**src/hw/rtl/robl_pkg.sv**
```systemverilog
`default_nettype none
// ----------------------------------------------------------------------------
// robl_pkg
// Shared codes and widths for the recency ordered block list.
// ----------------------------------------------------------------------------
package robl_pkg;
  localparam int DEFAULT_CAPACITY = 64;

  localparam logic [1:0] OP_INSERT   = 2'd0;
  localparam logic [1:0] OP_DELETE   = 2'd1;
  localparam logic [1:0] OP_FIND_EQ  = 2'd2;
  localparam logic [1:0] OP_FIND_GE  = 2'd3;

  localparam logic [1:0] ST_OK       = 2'd0;
  localparam logic [1:0] ST_NOTFOUND = 2'd1;
  localparam logic [1:0] ST_FULL     = 2'd2;

  // Payload of one record as kept in the record memory.
  typedef struct packed {
    logic [31:0] key;
    logic [31:0] size;
    logic [31:0] address;
  } record_t;
endpackage
`default_nettype wire

```
**src/hw/rtl/robl_free_map.sv**
```systemverilog
`default_nettype none
// ----------------------------------------------------------------------------
// robl_free_map
// Slot valid bits and lowest free slot search, one slice of slots a cycle.
// ----------------------------------------------------------------------------
module robl_free_map import robl_pkg::*; #(
  parameter int CAPACITY = DEFAULT_CAPACITY,
  localparam int SW = $clog2(CAPACITY + 1)
) (
  input  wire logic          clk,
  input  wire logic          rst,
  input  wire logic          start,
  output logic               done,
  output logic [SW-1:0]      free_slot,
  input  wire logic          set_en,
  input  wire logic          clr_en,
  input  wire logic [SW-1:0] upd_slot
);
  localparam int IW = (CAPACITY > 1) ? $clog2(CAPACITY) : 1;
  localparam int SLICE = 8;
  localparam int NSL = (CAPACITY + SLICE - 1) / SLICE;
  localparam int CW = $clog2(NSL + 1);

  logic [CAPACITY-1:0] valid;
  logic                busy;
  logic [CW-1:0]       sl;
  logic                hit;
  logic [SW-1:0]       hit_slot;

  // Search the current slice of eight slots.
  always_comb begin
    int idx;
    hit = 1'b0;
    hit_slot = SW'(CAPACITY);
    for (int j = SLICE - 1; j >= 0; j--) begin
      idx = int'(sl) * SLICE + j;
      if (idx < CAPACITY) begin
        if (!valid[idx]) begin
          hit = 1'b1;
          hit_slot = SW'(idx);
        end
      end
    end
  end

  // Valid bits and scan control.
  always_ff @(posedge clk) begin
    if (rst) begin
      valid <= '0;
      busy <= 1'b0;
      sl <= '0;
      done <= 1'b0;
    end else begin
      if (set_en) valid[upd_slot[IW-1:0]] <= 1'b1;
      else if (clr_en) valid[upd_slot[IW-1:0]] <= 1'b0;
      done <= !start && busy && (hit || int'(sl) == NSL - 1);
      if (start) begin
        busy <= 1'b1;
        sl <= '0;
      end else if (busy) begin
        if (hit || int'(sl) == NSL - 1) begin
          busy <= 1'b0;
          free_slot <= hit_slot;
        end else begin
          sl <= sl + CW'(1);
        end
      end
    end
  end
endmodule
`default_nettype wire

```
**config.mk**
```make
export PLATFORM = sky130hd
export DESIGN_NAME = robl_free_map
export DESIGN_NICKNAME = d
export VERILOG_FILES = /design/src/hw/rtl/robl_pkg.sv /design/src/hw/rtl/robl_free_map.sv
export SDC_FILE = /design/constraint.sdc
export NUM_CORES = 1
export LEC_CHECK = 0
export ABC_CLOCK_PERIOD_IN_PS = 2900
export CAP_MARGIN = 20
export CORE_MARGIN = 2
export CORE_UTILIZATION = 31
export DETAILED_ROUTE_END_ITERATION = 10
export DONT_BUFFER_PORTS = 1
export PLACE_DENSITY_LB_ADDON = 0.25
export RECOVER_POWER = 25
export REMOVE_ABC_BUFFERS = 1
export SLEW_MARGIN = 20
export SYNTH_ARGS = -nofsm -noshare
export SYNTH_HDL_FRONTEND = slang
export SYNTH_SLANG_ARGS = --single-unit
```
**constraint.sdc**
```tcl
create_clock -name clk -period 2.9 [get_ports clk]
set_clock_uncertainty 0.15 [all_clocks]
set_input_delay 0.145 -clock clk [delete_from_list [all_inputs] [get_ports clk]]
set_output_delay 0.145 -clock clk [all_outputs]
set_load 0.02 [all_outputs]
```
==> results of run 1 <==
## logic make-up (layout without fill, tap and decap cells)
family	Yosys count	after routing
AOI/OAI and AO/OA	68	68
adders and majority gates	1	1
buffers and inverters	37	39
DFF	77	77
muxes	65	65
and+or+nand+nor	184	184
## stage by stage
stage / instances / hold WS [ps]
floorplan: 398 / 64.1
global placement: 575 / 74.5
detailed placement: 575 / 76.6
CTS: 602 / 5.28
global route: 602 / 10.9
finish: 602 / 2.86
## critical path: cells and delay by family (launching register included)
| family | cells | cell delay [ps] |
|---|---|---|
| simple gates | 1 | 500 |
| compound gates | 3 | 640 |
| flops | 1 | 430 |
| buf+inv | 1 | 240 |
| mux | 2 | 610 |
## report_power, final
part | internal [W] | total (W) | switching [W]
registers | 0.00108 | 0.00108 | 0.00000477
clock network | 0.000750 | 0.00122 | 0.000470
logic | 0.0000357 | 0.000118 | 0.0000826
## cells in the final DEF, fill, tap and decap left out, types with 2 or more instances in the layout
| cell | synthesis | layout |
|---|---|---|
| sky130_fd_sc_hd__inv_1 | 3 | 3 |
| sky130_fd_sc_hd__nor3_1 | 2 | 2 |
| sky130_fd_sc_hd__or3_1 | 2 | 2 |
| sky130_fd_sc_hd__inv_6 | 0 | 2 |
| sky130_fd_sc_hd__nor2b_1 | 3 | 3 |
| sky130_fd_sc_hd__nand4_1 | 17 | 17 |
| sky130_fd_sc_hd__nor3b_1 | 5 | 5 |
| sky130_fd_sc_hd__edfxtp_1 | 7 | 7 |
| sky130_fd_sc_hd__buf_4 | 3 | 6 |
| sky130_fd_sc_hd__clkbuf_1 | 28 | 2 |
| sky130_fd_sc_hd__o41ai_1 | 2 | 2 |
| sky130_fd_sc_hd__o21ai_0 | 29 | 29 |
| sky130_fd_sc_hd__and2_1 | 5 | 5 |
| sky130_fd_sc_hd__dfxtp_1 | 70 | 70 |
| sky130_fd_sc_hd__nand2_1 | 47 | 47 |
| sky130_fd_sc_hd__or2_2 | 2 | 2 |
| sky130_fd_sc_hd__nand3_1 | 11 | 11 |
| sky130_fd_sc_hd__buf_16 | 0 | 2 |
| sky130_fd_sc_hd__mux2i_1 | 49 | 49 |
| sky130_fd_sc_hd__nor2_1 | 83 | 83 |
| sky130_fd_sc_hd__dlygate4sd3_1 | 0 | 9 |
| sky130_fd_sc_hd__nor4_1 | 3 | 3 |
| sky130_fd_sc_hd__clkbuf_16 | 0 | 10 |
| sky130_fd_sc_hd__mux4_2 | 14 | 14 |
| sky130_fd_sc_hd__a21oi_1 | 30 | 30 |
## cell usage after synthesis, types with 2 or more instances
library cell | count | share of area [%]
sky130_fd_sc_hd__nor2b_1 | 3 | 0.49
sky130_fd_sc_hd__or3_1 | 2 | 0.33
sky130_fd_sc_hd__clkbuf_1 | 28 | 2.7
sky130_fd_sc_hd__nor3_1 | 2 | 0.26
sky130_fd_sc_hd__nor4_1 | 3 | 0.49
sky130_fd_sc_hd__inv_1 | 3 | 0.29
sky130_fd_sc_hd__nor3b_1 | 5 | 0.98
sky130_fd_sc_hd__a21oi_1 | 30 | 3.9
sky130_fd_sc_hd__buf_6 | 2 | 0.59
sky130_fd_sc_hd__buf_4 | 3 | 0.59
sky130_fd_sc_hd__and2_1 | 5 | 0.81
sky130_fd_sc_hd__mux2i_1 | 49 | 13
sky130_fd_sc_hd__or2_2 | 2 | 0.33
sky130_fd_sc_hd__dfxtp_1 | 70 | 36
sky130_fd_sc_hd__edfxtp_1 | 7 | 5.5
sky130_fd_sc_hd__nand3_1 | 11 | 1.4
sky130_fd_sc_hd__o21ai_0 | 29 | 3.8
sky130_fd_sc_hd__mux4_2 | 14 | 8.2
sky130_fd_sc_hd__nor2_1 | 83 | 8.1
sky130_fd_sc_hd__nand2_1 | 47 | 4.6
sky130_fd_sc_hd__nand4_1 | 17 | 2.8
sky130_fd_sc_hd__o41ai_1 | 2 | 0.46
## per-layer routing
metal	GRT usage (%)	vias up	share of wire, %
met5	0	-	0
met4	4.98	0	1.8
met3	4.22	11	4.5
met2	24.1	72	45
met1	21.1	1493	48
li1	-	1525	-
## repair_timing
action                                 4_1_cts  5_1_grt
hold buffers                                11        0
endpoints found under the hold margin       70        0
gates resized for setup                      0        0
## layout make-up
class                           count  area [um^2]  share of cell area [%]
Multi-Input combinational cell    318         2060                    46.4
Clock buffer                       11          264                    5.95
Timing Repair Buffer               20          218                    4.90
Sequential cell                    77         1610                    36.3
Inverter                            3         11.3                   0.254
Clock inverter                      5         63.8                    1.44
Tap cell                          168          210                    4.73
## path summary, 6_finish.rpt
kind              startpoint     to  slack, ps  cells after the start
setup reg to reg       sl[1]  sl[0]        250                      7
hold / removal           rst   flop          3                      2
setup / recovery       sl[1]  sl[0]        250                      7
hold reg to reg         flop   flop        320                      2
==> results.yml, run 1 <==
global_route:
  grtUsageTotal_pct: 15.5
  grt_antenna_before_repair: 0
  first_global_vias: 2962
  grt_start_max_net_pins: 67
  grt_overflow_total: 0
  grt_first_pass_wirelength_um: 16000
floorplanning:
  effective_utilization_at_floorplan_pct: 31.8
  fp.coreArea_mm2: 0.0121
  area_of_the_die_mm2: 0.0133
  site_rows: 40
  die_height_um: 115
  die_width_um: 115
  floorplan.io_pins: 20
power:
  power.leakage_nw: 1.52
  ir_worst_vdd_uv: 322
  cellPowerDensity_mw_per_mm2: 545
  p_total_w: 0.00242
logic_synthesis:
  yosys_warnings: 0
  post_synth_simple_gate_area_pct: 21.5
  yosys_most_used_dff: "sky130_fd_sc_hd__dfxtp_1"
  postSynthCellCount: 432
  synth_top_family_by_area: "multiplexers"
  synthMuxAreaShare_pct: 22.0
  compound_cell_area_share_of_the_yosys_netlist_pct: 9.91
  synth.cell_area_mm2: 0.00384
  async_sr_flop_fraction_pct: 0
  post_synth_fa_ha_maj_area_fraction_pct: 0.326
  synth.lib_cells_used.distinct: 37
  yosys_register_bits: 77
  synth.yosys.seq_area_share_pct: 42.0
  synth-edff-count: 7
  synth_xor_area_share_pct: 0
  synthesized_area_per_cell_um2: 8.89
clock_tree:
  worst_setup_hold_path_clk_slew_ps: 60
  cts_tree: "yes"
  clock_sink_count: 77
  post-cts-setup-buffers: 0
  worst_skew_pair.late_latency_ps: 340
  cts_buffers: 9
  cts.htree.levels: 3
  cts_root_buffer: "sky130_fd_sc_hd__clkbuf_16"
  max-clock-path-buffers: 2
layout:
  finished_cell_area_mm2: 0.00444
  insertedDiodeCount: 0
  syn_to_final_growth_pct: 15.6
  utilization_pct: 36.8
  final_net_count: 442
  fillCellCount: 1247
  final_layout_size_suffix_gt1_share_pct: 10.6
place:
  gp_congestion: 0.737
  hpwl_um: 6030
  placed_cell_area_mm2: 0.00398
  dp_worst_setup_slack_ps: 254
  portbufs: 0
drt:
  antenna_left: 0
  drt_pre_antenna_iters: 5
  drt_iter0_drc: 298
  route.final.wire_length_um: 9650
  avgViaCountPerCell: 5.15
  dr_total_vias: 3101
  post-route-drc-count: 0
  wire_per_inst_um: 16.0
sta:
  hold_violations: 0
  final-max-slew-violation-count: 0
  timing.setup.tns_ps: 0
  maxSlewHeadroom_pct: 52.2
  final-setup-viol-count: 0
  timing.fmax_mhz: 377
  worst-slew-pin-transition_ps: 715
  grt_setup_unrepaired: "no"
  timing.final.ws_setup_ps: 246
  min_period_ps: 2650
  fin_crit_sh_pct: 91.5
job:
  maxCapViolations: 0
status:
  outcome: "finished, final reports clean"
setup_path:
  cp-start-kind: "flop"
  critical_setup_path_kind: "flop to flop"
  worst_ep_required_time_ps: 3020
  critical_path.max_stage_delay_ps: 520
  path_max_fanout: 9
  cp_slowest_cell: "sky130_fd_sc_hd__mux4_2"
  cells_traversed_along_the_worst_timing_path: "buf_4 -> mux2i_1 -> mux4_2 -> a221oi_2 -> a31oi_2 -> or4b_1 -> o21ai_1"
  cp.arrival_ps: 2770
  crit_path_end_kind: "flop"
worst_hold_path:
  hold_class: "primary input to flop"
No activity file was read; power rests on OpenSTA's default activity.
==> run 2: changes to the inputs <==
--- a/config.mk
+++ b/config.mk
@@ -13,3 +13,3 @@
 export DONT_BUFFER_PORTS = 1
-export PLACE_DENSITY_LB_ADDON = 0.25
+export PLACE_DENSITY_LB_ADDON = 0.2
 export RECOVER_POWER = 25
==> constraint.sdc (replaced) <==
create_clock -name clk -period 2.9 [get_ports clk]
set_clock_uncertainty 0.15 [all_clocks]
set_input_delay 0.58 -clock clk [delete_from_list [all_inputs] [get_ports clk]]
set_output_delay 0.58 -clock clk [all_outputs]
set_load 0.02 [all_outputs]
==> run 2 against run 1 <==
  * Via count down 3.0%
  * Non-clock buffer count down 10
  * Largest cell class unchanged
  * Largest power group unchanged
  * Worst setup slack better by 23 ps
  * Fmax up 0.89%
==> results.yml, run 2 (synthesized netlist as in run 1, its figures left out) <==
global_route:
  grt_most_used_layer: "met2"
  use_met3_pct: 3.00
  grt_antenna_before_repair: 0
  grt_met1_usage_pct: 20.9
  grt_overflow_total: 0
  grt_start_max_net_pins: 67
  grtUsageTotal_pct: 14.9
  grt_first_pass_wirelength_um: 15300
  first_global_vias: 2849
  globalRouteMet2Util_pct: 23.0
drt:
  drt_iter0_drc: 287
  post-route-drc-count: 0
  route.final.wire_length_um: 9160
  dr_total_vias: 3007
  wire_per_inst_um: 15.5
  antenna_left: 0
  drt_pre_antenna_iters: 4
  avgViaCountPerCell: 5.08
setup_path:
  critical_path.max_stage_delay_ps: 520
  worst-path-stages: 8
  cells_traversed_along_the_worst_timing_path: "buf_12 -> mux4_2 -> mux2i_1 -> a221oi_2 -> a31oi_2 -> inv_1 -> a21oi_1 -> buf_4"
  cp-start-kind: "flop"
  worst_ep_required_time_ps: 2800
  path_max_fanout: 21
  cp_slowest_cell: "sky130_fd_sc_hd__mux4_2"
  critical_setup_path_kind: "flop to flop"
  critical-path-top-delay-family: "multiplexers"
  cp.arrival_ps: 2530
  timing.critical_path.buf_inv: 3
  worst_r2r_path_depth: 8
  crit_path_end_kind: "flop"
power:
  ir_worst_vdd_uv: 246
  p_sw_w: 0.000496
  power.leakage_nw: 1.45
  cellPowerDensity_mw_per_mm2: 546
  comb_power_share_pct: 2.9
  power_report.internal_total_w: 0.00185
  power.clock.fraction_pct: 50.9
  power_frac_seq_pct: 46.1
  p_sw_share_pct: 21.1
sta:
  min_period_ps: 2630
  final-max-slew-violation-count: 0
  final-setup-viol-count: 0
  fin_crit_sh_pct: 90.7
  hold_violations: 0
  maxSlewHeadroom_pct: 55.9
  timing.fmax_mhz: 380
  grt_setup_unrepaired: "no"
  worst-slew-pin-transition_ps: 660
  hold_slack_ps: 158
clock_tree:
  cts.htree.levels: 3
  worst_setup_hold_path_clk_slew_ps: 60
  worst_skew_pair.late_latency_ps: 340
  cts_root_buffer: "sky130_fd_sc_hd__clkbuf_16"
  cts_tree: "yes"
  cts-hold-fix-buffers: 0
  max-clock-path-buffers: 2
  post-cts-setup-buffers: 0
  clock_sink_count: 77
  cts_buffers: 9
  post_cts_resize_count: 0
floorplanning:
  floorplan.io_pins: 20
  area_of_the_die_mm2: 0.0133
  fp.coreArea_mm2: 0.0121
  die_width_um: 115
  site_rows: 40
  die_height_um: 115
  effective_utilization_at_floorplan_pct: 31.8
layout:
  fillCellCount: 1229
  finalNonFillerCells: 592
  most_frequent_standard_cell_in_the_layout_excluding_fill_and_tap_cells: "sky130_fd_sc_hd__nor2_1"
  syn_to_final_growth_pct: 12.1
  insertedDiodeCount: 0
  final_layout_size_suffix_gt1_share_pct: 10.4
  combined_area_of_the_multi_input_logic_cells_mm2: 0.00206
  final_net_count: 432
  layout_common_cells: "83 x sky130_fd_sc_hd__nor2_1, 70 x sky130_fd_sc_hd__dfxtp_1, 49 x sky130_fd_sc_hd__mux2i_1"
  register_area_mm2: 0.00161
place:
  portbufs: 0
  hpwl_um: 6090
  gp_congestion: 0.796
  post-place-cells: 576
job:
  maxCapViolations: 0
worst_hold_path:
  timing.hold.worst_path_depth: 1
  hold_class: "primary input to flop"
status:
  outcome: "finished, final reports clean"
run 2: power groups by stage:
stage | logic, W | clock network, W | registers, W
finish | 0.0000693 | 0.00120 | 0.00108
global route | 0.0000768 | 0.00126 | 0.00108
CTS | 0.0000707 | 0.00122 | 0.00108
detailed placement | 0.0000705 | 0 | 0.00111
global placement | 0.0000703 | 0 | 0.00111
floorplan | 0.0000479 | 0 | 0.00111
run 2: final cells by class:
class | count | share of cell area [%]
clock buffers | 10 | 5.32
clock inverters | 6 | 2.03
inverters | 3 | 0.262
multi-input cells | 318 | 47.9
flip-flops and latches | 77 | 37.4
well taps | 168 | 4.88
repair buffers | 10 | 2.15
run 2: final timing paths:
check	startpoint	endpoint	slack (ps)
worst max-delay path	sl[1]	free_slot[6]	270
worst min-delay path	rst	flop	160
worst max register to register	sl[1]	free_slot[6]	270
worst min register to register	flop	flop	320
run 2: routing by layer:
layer,vias to the layer above,wire length (um)
met5,-,0
met4,0,132
met3,11,374
met2,52,4230
met1,1445,4420
li1,1499,-
run 2: per-stage QoR:
stage	instance area, um^2	power [W]	util (%)	setup slack [ps]	TNS, ps
CTS	4310	0.00238	35.7	256	0
global route	4300	0.00242	35.7	124	0
finish	4300	0.00235	35.7	270	0
detailed placement	4000	0.00118	33.1	269	0
floorplan	3680	0.00115	-	-147	-1030
global placement	4000	0.00118	33.1	267	0
==> run 3: changes to the inputs <==
- PLACE_DENSITY: unset -> 0.53
- PLACE_DENSITY_LB_ADDON: 0.2 -> unset
==> run 3 against run 2 <==
  * Critical endpoint is now free_slot[0]
  * Clock power fell by 7%
  * Routed wire length did not move
  * Worst hold slack improved by 7.6 ps
  * Cell count fell by 0.34%
  * Worst setup slack got worse by 23 ps
  * Non-clock buffer count fell by 2
  * Via count rose by 0.30%
  * Fmax fell by 0.86%
  * First-iteration DRC count fell by 8.4%
  * Sequential share of layout area rose by 0.23 points
==> results.yml, run 3 (synthesized netlist as in run 1, its figures left out) <==
global_route:
  grt_antenna_before_repair: 0
  grt_start_max_net_pins: 67
  first_global_vias: 2863
  grt_first_pass_wirelength_um: 15100
  grtUsageTotal_pct: 14.7
  grt_overflow_total: 0
power:
  ir_worst_vdd_uv: 276
  cellPowerDensity_mw_per_mm2: 532
  power.leakage_nw: 1.45
  p_total_w: 0.00228
setup_path:
  cp.arrival_ps: 2550
  critical_path.max_stage_delay_ps: 590
  worst_ep_required_time_ps: 2800
  crit_path_end_kind: "flop"
  path_max_fanout: 26
  cp-start-kind: "flop"
  cp_slowest_cell: "sky130_fd_sc_hd__mux4_1"
  critical_setup_path_kind: "flop to flop"
  cells_traversed_along_the_worst_timing_path: "buf_12 -> mux4_1 -> mux2i_1 -> a221oi_2 -> a31oi_2 -> inv_1 -> a21oi_1 -> buf_4"
status:
  outcome: "finished, final reports clean"
clock_tree:
  clock_sink_count: 77
  post-cts-setup-buffers: 0
  cts_buffers: 9
  post_cts_resize_count: 0
  max-clock-path-buffers: 2
  cts_root_buffer: "sky130_fd_sc_hd__clkbuf_16"
  worst_setup_hold_path_clk_slew_ps: 60
  cts.htree.levels: 3
  worst_skew_pair.late_latency_ps: 340
  cts_tree: "yes"
  cts-hold-fix-buffers: 0
floorplanning:
  area_of_the_die_mm2: 0.0133
  fp.coreArea_mm2: 0.0121
  site_rows: 40
  die_width_um: 115
  effective_utilization_at_floorplan_pct: 31.8
  floorplan.io_pins: 20
  die_height_um: 115
drt:
  drt_pre_antenna_iters: 4
  drt_iter0_drc: 263
  dr_total_vias: 3016
  wire_per_inst_um: 15.5
  antenna_left: 0
  avgViaCountPerCell: 5.11
  route.final.wire_length_um: 9160
  post-route-drc-count: 0
job:
  maxCapViolations: 0
sta:
  final-setup-viol-count: 0
  hold_violations: 0
  fin_crit_sh_pct: 91.5
  min_period_ps: 2650
  timing.fmax_mhz: 377
  final-max-slew-violation-count: 0
  grt_setup_unrepaired: "no"
  worst-slew-pin-transition_ps: 709
  maxSlewHeadroom_pct: 52.7
place:
  portbufs: 0
  hpwl_um: 5850
  gp_congestion: 0.758
worst_hold_path:
  hold_class: "primary input to flop"
layout:
  insertedDiodeCount: 0
  layout_common_cells: "83 x sky130_fd_sc_hd__nor2_1, 70 x sky130_fd_sc_hd__dfxtp_1, 49 x sky130_fd_sc_hd__mux2i_1"
  utilization_pct: 35.5
  final_layout_size_suffix_gt1_share_pct: 10.4
  most_frequent_standard_cell_in_the_layout_excluding_fill_and_tap_cells: "sky130_fd_sc_hd__nor2_1"
  syn_to_final_growth_pct: 11.4
  final_net_count: 430
[run 3: worst paths after layout]
kind / startpoint / to / slack (ps) / cells after the start
worst max register to register: sl[1] / free_slot[0] / 250 / 8
worst min register to register: flop / flop / 320 / 2
worst max-delay path: sl[1] / free_slot[0] / 250 / 8
worst min-delay path: rst / flop / 170 / 1
[run 3: worst max-delay path: cells and delay by family (launching register included)]
family | cells | cell delay (ps)
flip-flops | 1 | 350
multiplexers | 2 | 830
AO/OA/AOI/OAI | 3 | 530
buffers and inverters | 3 | 480
[run 3: layout make-up]
cell class / count / area, um^2
fillers: 1211 / 7780
multi-input cells: 318 / 2060
flip-flops and latches: 77 / 1610
clock buffers: 10 / 239
well taps: 168 / 210
repair buffers: 8 / 81.3
clock inverters: 6 / 62.6
inverters: 3 / 11.3
[run 3: through the flow]
step / area [um^2] / setup slack, ps / setup TNS [ps] / hold slack [ps] / cells
final: 4280 / 247 / 0 / 165 / 590
after global routing: 4280 / 85.2 / 0 / 148 / 590
after CTS: 4280 / 226 / 0 / 145 / 590
after detailed placement: 3980 / 242 / 0 / 312 / 574
after global placement: 3980 / 237 / 0 / 303 / 574
after floorplan: 3680 / -147 / -1030 / 294 / 398
[run 3: metal layers]
metal  GRT usage (%)  vias to the layer above  wire [um]
met2            22.8                       63       4110
met4            4.90                        0        169
met5               0                        -          0
met1            20.3                     1442       4470
met3            3.48                       11        407
li1                -                     1500          -
[run 3: report_power, final]
part	total, W	switching, W	internal, W
Combinational	0.0000707	0.0000468	0.0000239
Clock	0.00112	0.000436	0.000687
Sequential	0.00108	0.00000466	0.00108
Total	0.00228	0.000487	0.00179
